<file path="src/design/ivk_pkg.sv">
// ---------------------------------------------------------------------------
// ivk_pkg
// Shared widths, constants, types and tables for the SCARA inverse velocity
// kinematics pipeline.
// ---------------------------------------------------------------------------
`default_nettype none

package ivk_pkg;

    localparam int CORDIC_STAGES = 16;   // 8 .. 24
    localparam int DIV_STEPS     = 32;

    localparam int XW = 34;              // CORDIC x/y
    localparam int ZW = 33;              // CORDIC residual angle
    localparam int JW = 24;              // Jacobian terms, Q.20
    localparam int NW = 61;              // numerator * 2^20 magnitude
    localparam int DW = 49;              // determinant magnitude

    localparam logic signed [17:0] ANG_PI      = 18'sd25736;
    localparam logic signed [17:0] ANG_TWO_PI  = 18'sd51472;
    localparam logic signed [17:0] ANG_HALF_PI = 18'sd12868;
    localparam logic signed [XW-1:0] CORDIC_GAIN = 34'sd652032874;

    localparam logic [0:0] REG_LINK_ONE = 1'b0;
    localparam logic [0:0] REG_LINK_TWO = 1'b1;

    typedef struct packed {
        logic signed [XW-1:0] x;
        logic signed [XW-1:0] y;
        logic signed [ZW-1:0] z;
    } t_rot;

    typedef struct packed {
        logic signed [15:0] vx;
        logic signed [15:0] vy;
        logic signed [15:0] vz;
        logic               neg_one;
        logic               neg_sum;
    } t_side;

    typedef struct packed {
        logic [NW-1:0]      rem_one;
        logic [NW-1:0]      rem_two;
        logic [31:0]        quo_one;
        logic [31:0]        quo_two;
        logic [DW-1:0]      den;
        logic               neg_one;
        logic               neg_two;
        logic               ovf_one;
        logic               ovf_two;
        logic               sing;
        logic signed [15:0] r3;
    } t_div;

    typedef struct packed {
        logic signed [ZW-1:0] z;
        logic                 neg;
    } t_red;

    // atan(2^-i) * 2^30, truncated
    function automatic logic [30:0] atan_val(input logic [4:0] i);
        logic [30:0] v;
        case (i)
            5'd0:  v = 31'd843314856;
            5'd1:  v = 31'd497837829;
            5'd2:  v = 31'd263043836;
            5'd3:  v = 31'd133525158;
            5'd4:  v = 31'd67021686;
            5'd5:  v = 31'd33543515;
            5'd6:  v = 31'd16775850;
            5'd7:  v = 31'd8388437;
            5'd8:  v = 31'd4194282;
            5'd9:  v = 31'd2097149;
            5'd10: v = 31'd1048575;
            5'd11: v = 31'd524287;
            5'd12: v = 31'd262143;
            5'd13: v = 31'd131071;
            5'd14: v = 31'd65535;
            5'd15: v = 31'd32767;
            5'd16: v = 31'd16383;
            5'd17: v = 31'd8191;
            5'd18: v = 31'd4095;
            5'd19: v = 31'd2047;
            5'd20: v = 31'd1023;
            5'd21: v = 31'd511;
            5'd22: v = 31'd255;
            5'd23: v = 31'd127;
            default: v = 31'd0;
        endcase
        return v;
    endfunction

    // bring a 17 bit angle into +-pi/2, note if sin/cos flip sign
    function automatic t_red reduce(input logic signed [16:0] a);
        logic signed [17:0] t;
        t_red r;
        t = 18'(a);
        if (t > ANG_PI) begin
            t = t - ANG_TWO_PI;
        end else if (t < -ANG_PI) begin
            t = t + ANG_TWO_PI;
        end
        r.neg = 1'b0;
        if (t > ANG_HALF_PI) begin
            t = t - ANG_PI;
            r.neg = 1'b1;
        end else if (t < -ANG_HALF_PI) begin
            t = t + ANG_PI;
            r.neg = 1'b1;
        end
        r.z = {t[15:0], 17'b0};
        return r;
    endfunction

endpackage

`default_nettype wire

</file>
<file path="src/design/ivk_div_cell.sv">
// ---------------------------------------------------------------------------
// ivk_div_cell
// One restoring-division quotient bit for both rates, registered.
// ---------------------------------------------------------------------------
`default_nettype none

module ivk_div_cell import ivk_pkg::*; (
    input  wire logic       i_clk,
    input  wire logic       i_rst_n,
    input  wire logic       i_en,
    input  wire logic [4:0] i_bit,
    input  wire logic       i_valid,
    input  wire t_div       i_div,
    output logic            o_valid,
    output t_div            o_div
);

    logic       r_valid;
    t_div       r_div;
    t_div       n_div;
    logic [NW+31:0] dsh;

    always_comb begin
        n_div = i_div;
        dsh   = {{(NW+32-DW){1'b0}}, i_div.den} << i_bit;
        if ({32'b0, i_div.rem_one} >= dsh) begin
            n_div.rem_one = i_div.rem_one - dsh[NW-1:0];
            n_div.quo_one = i_div.quo_one | (32'd1 << i_bit);
        end
        if ({32'b0, i_div.rem_two} >= dsh) begin
            n_div.rem_two = i_div.rem_two - dsh[NW-1:0];
            n_div.quo_two = i_div.quo_two | (32'd1 << i_bit);
        end
    end

    always_ff @(posedge i_clk) begin
        if (!i_rst_n) begin
            r_valid <= 1'b0;
        end else if (i_en) begin
            r_valid <= i_valid;
        end
    end

    always_ff @(posedge i_clk) begin
        if (i_en) begin
            r_div <= n_div;
        end
    end

    assign o_valid = r_valid;
    assign o_div   = r_div;

endmodule

`default_nettype wire

</file>
<file path="config.mk">
export PLATFORM = sky130hd
export DESIGN_NAME = ivk_div_cell
export DESIGN_NICKNAME = d
export VERILOG_FILES = /design/src/design/ivk_pkg.sv /design/src/design/ivk_div_cell.sv
export SDC_FILE = /design/constraint.sdc
export NUM_CORES = 1
export LEC_CHECK = 0
export BUFFER_PORTS_ARGS = -buffer_cell sky130_fd_sc_hd__buf_2
export CAP_MARGIN = 20
export CORE_AREA = 2 2 202 204
export CTS_CLUSTER_SIZE = 30
export DETAILED_ROUTE_END_ITERATION = 7
export DIE_AREA = 0 0 204 206
export GPL_TIMING_DRIVEN = 0
export PLACE_DENSITY = 0.89
export SETUP_SLACK_MARGIN = 0.15
export SYNTH_ARGS = -nofsm -noshare
export SYNTH_HDL_FRONTEND = slang
export SYNTH_SLANG_ARGS = --single-unit
</file>
<file path="constraint.sdc">
create_clock -name i_clk -period 9.3 [get_ports i_clk]
set_input_delay 1.86 -clock i_clk [delete_from_list [all_inputs] [get_ports i_clk]]
set_output_delay 1.86 -clock i_clk [all_outputs]
set_load 0.1 [all_outputs]
</file>
# == After elaboration in Yosys (flattened, before gate mapping) ==
# Index checks and enable logic that the tools add are counted.
# classes
add_sub_neg,2
n_mul,0
n_div,0
n_lt_le_gt_ge,2
n_eq_ne,0
shift,2
n_mux,4
bitwise,2
reduce_logical,0
# op_table
cell,n
>= comparator 61 x 93 -> 1 bit,2
two-way mux 61 bit,2
subtractor 61 bit,2
left shift 49 x 5 -> 93 bit,1
two-way mux 32 bit,2
bitwise OR 32 bit,2
"left shift 1 x 5 -> 32 bit, first input constant",1
# totals
register_bits,257
latchBits,0
ram_bits,0
mem_bits_ro,0
out_inout_bits,257
elab_cells,24
mem_count,0

# == Depth between registers and ports, before layout ==
# depth
word_depth,3
ltp_mapped,27
ltp_nobuf,19

# == Least setup slack after synthesis ==
# Ideal clock, no wire load.
# synth_timing
path_type,input to register
startpoint,input port i_bit[1]
endpoint,"register r_div, in the netlist o_div[94] (data pin)"
setup_ns,0.259
t_arrival_ns,7.014
required_time_ns,9.041
slack_ns,2.027
stages,25
n_path_buf,10
cell_sequence,buf_2 buf_4 buf_2 buf_1 buf_1 clkbuf_1 mux4_2 nand2_1 nand2_1 mux2i_1 nor2_1 nor2_1 ha_1 clkbuf_1 a21oi_1 o21a_1 a21boi_0 o21ai_0 a221o_1 a221oi_1 a21o_1 buf_2 buf_2 buf_2 o21bai_1
# synth_rtl
item,line,rtl
start: declaration,ivk_div_cell.sv:11,"input wire logic [4:0] i_bit,"
end signal: assignment,ivk_div_cell.sv:46,r_div <= n_div;
end: declaration,ivk_div_cell.sv:19,t_div r_div;

==> flow_summary.yaml <==
run_status:
  status: "finished, final reports clean"
setup_path:
  r2r-start: "o_valid"
  crit_required_ns: 9.57
  endpoint_kind: "flip-flop"
  rrSetupSlack_ns: 8.68
  critPathLaunch: "i_bit[1]"
  critPathLaunchType: "input port"
  worstSetupEndpoint: "o_div[134]"
  crit_path_max_fanout: 19
  rr_endpoint: "o_valid"
  cp_data_arrival_time_ns: 9.08
  crit_type: "in -> reg"
  r2r_cells: 2
yosys:
  ys_seq_elements: 257
  ys_types: 82
  synth_area_um2: 20400
  asyncSetResetFlopFracSynth: 0
  synth_edf_count: 256
  synth_cells: 2200
  yosysSeqAreaShare: 0.378
  synth_nets: 2589
  syn_avg_cell_area_um2: 9.26
  synth_warnings: 0
  yosys_most_used_dff: "edfxtp_1"
worst_hold_path:
  hp-class: "reg -> reg"
floorplanning:
  io_pins: 522
  die-width_um: 204
  coreArea_um2: 40200
  start_util: 0.507
  rows: 74
  die_y_um: 206
  die_area_um2: 42000
cts:
  cts-root-buf: "clkbuf_16"
  clockBufferDepth: 3
  clk_latency_ns: 0.60
  cts_num_sinks: 257
  cts_tree: "yes"
  htreeDepth: 1
  cts_hold_buf: 0
  cts_buffers: 27
  cts.clk_slew.worst_paths_ns: 0.07
sta:
  worst_slack_ns: 0.493
  period_needed_ns: 8.81
  setup_tns_ns: 0
  fin_skew_ns: 0
  finalCritPeriodShare: 0.947
  rsz0062_at_grt: "no"
  setup_violations: 0
  max_slew.worst_pin.slew_ns: 1.01
  slew_headroom: 0.321
  drv_slew: 0
  max_freq_mhz: 114
  hold_viol: 0
global_route:
  overflow: 0
  grt_use_total: 0.373
  grtUsageMet3: 0.0549
  antenna_found_initial: 8
  global_route.usage.met2: 0.629
  busiest_layer: "met2"
  grt_first_pass_wirelength_um: 119000
  grt_pass1_vias: 19927
  met1_usage: 0.475
  grt_max_degree: 134
drt:
  drt_iter0_markers: 2165
  dr.pass1.iters: 6
  ant_nets: 0
  vias: 20907
  drc: 0
  viasPerCell: 6.31
  post_drt_wl_per_cell_um: 24.8
  totalWireLength_um: 82000
power_and_ir_drop:
  powerDensity_nw_per_um2: 210
  vdd_ir_drop_max_uv: 181
  p_leak_nw: 10.4
  power.total_mw: 5.17
placement:
  gp_congestion: 1.02
  dpl_worst_slack_ns: -0.520
  place_hpwl_um: 66900
  placedInstanceArea_um2: 23700
  port_buffers: 518
final_layout:
  design_area_um2: 24600
  final_nets: 3141
  drive_above_1_share: 0.257
  syn_to_final_growth_pct: 20.9
flow_run:
  drv_cap: 0
worst min path at each step:
stage               startpoint      end  slack [ns]  depth (start not counted)
finish                 o_valid  o_valid        0.55                          2
global route           o_valid  o_valid        0.60                          2
CTS                    o_valid  o_valid        0.55                          2
detailed placement     o_valid  o_valid        0.54                          2
global placement       o_valid  o_valid        0.50                          2
floorplan              o_valid  o_valid        0.98                          2
flip-flops by register name (all words and copies together) (netlist names):
signal and flops:
o_div 256, o_valid 1
worst max-delay path, cell delays in order:
cell and delay (ns):
buf_2 0.17, buf_4 0.20, buf_2 0.39, buf_2 0.35, clkbuf_1 0.49, mux2i_1 0.32, mux2i_1 0.16, nand2_1 0.11
nand2_1 0.08, o21ai_0 0.33, nor2_1 0.08, a21oi_1 0.60, ha_1 0.37, clkbuf_1 0.23, a21oi_1 0.25, o21ai_0 0.18
nor2_1 0.13, a41oi_1 0.24, o211ai_1 0.48, a211o_1 0.26, a21o_1 0.38, buf_2 0.43, buf_2 0.40, buf_2 0.37
o21ai_0 0.21
routing by layer:
metal	part of all wire	vias to the layer above
li1	-	9423
met1	0.39	9930
met2	0.47	1305
met3	0.089	245
met4	0.050	4
met5	0.00033	-
cell families after synthesis:
family,Yosys count,synth area share
and+or+nand+nor,694,0.154
DFF,257,0.378
buffers and inverters,186,0.0369
AOI/OAI and AO/OA,715,0.225
muxes,130,0.0885
adders and majority gates,124,0.0769
xor gates and xnor gates,94,0.0404
power breakdown:
group,switching [mW],total [mW],leakage [nW],internal [mW]
clock network,0.477,1.13,0.446,0.648
registers,0.0371,1.47,2.51,1.43
logic,1.95,2.57,7.47,0.622
layout make-up:
type	count	area, um2
clock buffer	31	691
clock inverter	19	214
antenna	7	17.5
fill	3476	15500
sequential	257	7710
tap	532	666
multi-input combinational	1757	11900
inverter	50	188
timing repair buffer	524	2660
buffer	135	563
layout by cell type (no fill, tap or decap), types with 27 or more instances in the layout:
master       n
buf_2      537
nand2_1    282
edfxtp_1   256
a21oi_1    186
nor2_1     183
o21ai_0    178
ha_1       122
clkbuf_1   102
a21o_1      78
nand4_1     57
xnor2_1     56
inv_1       49
mux2_2      48
nand3_1     47
mux2i_1     38
xor2_1      38
o21bai_1    36
mux4_2      34
clkbuf_16   27
metrics by stage:
| stage | hold slack [ns] | util | instances |
|---|---|---|---|
| 4_1_cts | 0.549 | 0.612 | 3305 |
| 3_3_place_gp | 0.502 | 0.588 | 3250 |
| 3_5_place_dp | 0.540 | 0.590 | 3255 |
| 6_report | 0.548 | 0.613 | 3312 |
| 5_1_grt | 0.596 | 0.613 | 3310 |
| 2_1_floorplan | 0.981 | - | 2200 |
cell usage after synthesis (9+ instances only):
cell type    n  area share
nand3_1     47       0.012
a31oi_1     22      0.0068
o31ai_1     18      0.0066
a21o_1      78       0.029
o21a_1      25      0.0092
nor2b_1     16      0.0049
xnor2_1     56       0.024
a211oi_1    19      0.0070
a211o_1      9      0.0039
nand4_1     57       0.018
xor2_1      38       0.016
o211ai_1    15      0.0055
clkbuf_1    98       0.018
buf_1       15      0.0028
ha_1       122       0.075
mux2_2      48       0.027
buf_2       16      0.0039
inv_1       49      0.0090
nand2_1    282       0.052
and2_1      12      0.0037
mux4_2      34       0.038
nand2b_1    12      0.0037
o21ai_1     13      0.0032
a31o_2      22      0.0095
edfxtp_1   256        0.38
mux2i_1     38       0.019
and3_1      16      0.0049
o21ai_0    178       0.044
nor3_1      27      0.0066
nor4_1      12      0.0037
o21bai_1    36       0.013
a41o_1      10      0.0049
mux2_1       9      0.0050
a21boi_0    12      0.0044
a21oi_1    186       0.046
nor2_1     183       0.034
repair_timing:
action                                 4_1_cts  5_1_grt
setup buffers                                0        0
gates resized for setup                      1        2
setup endpoints to repair                   20      147
endpoints found under the hold margin        0        0
Power figures use the tool's default switching activity.
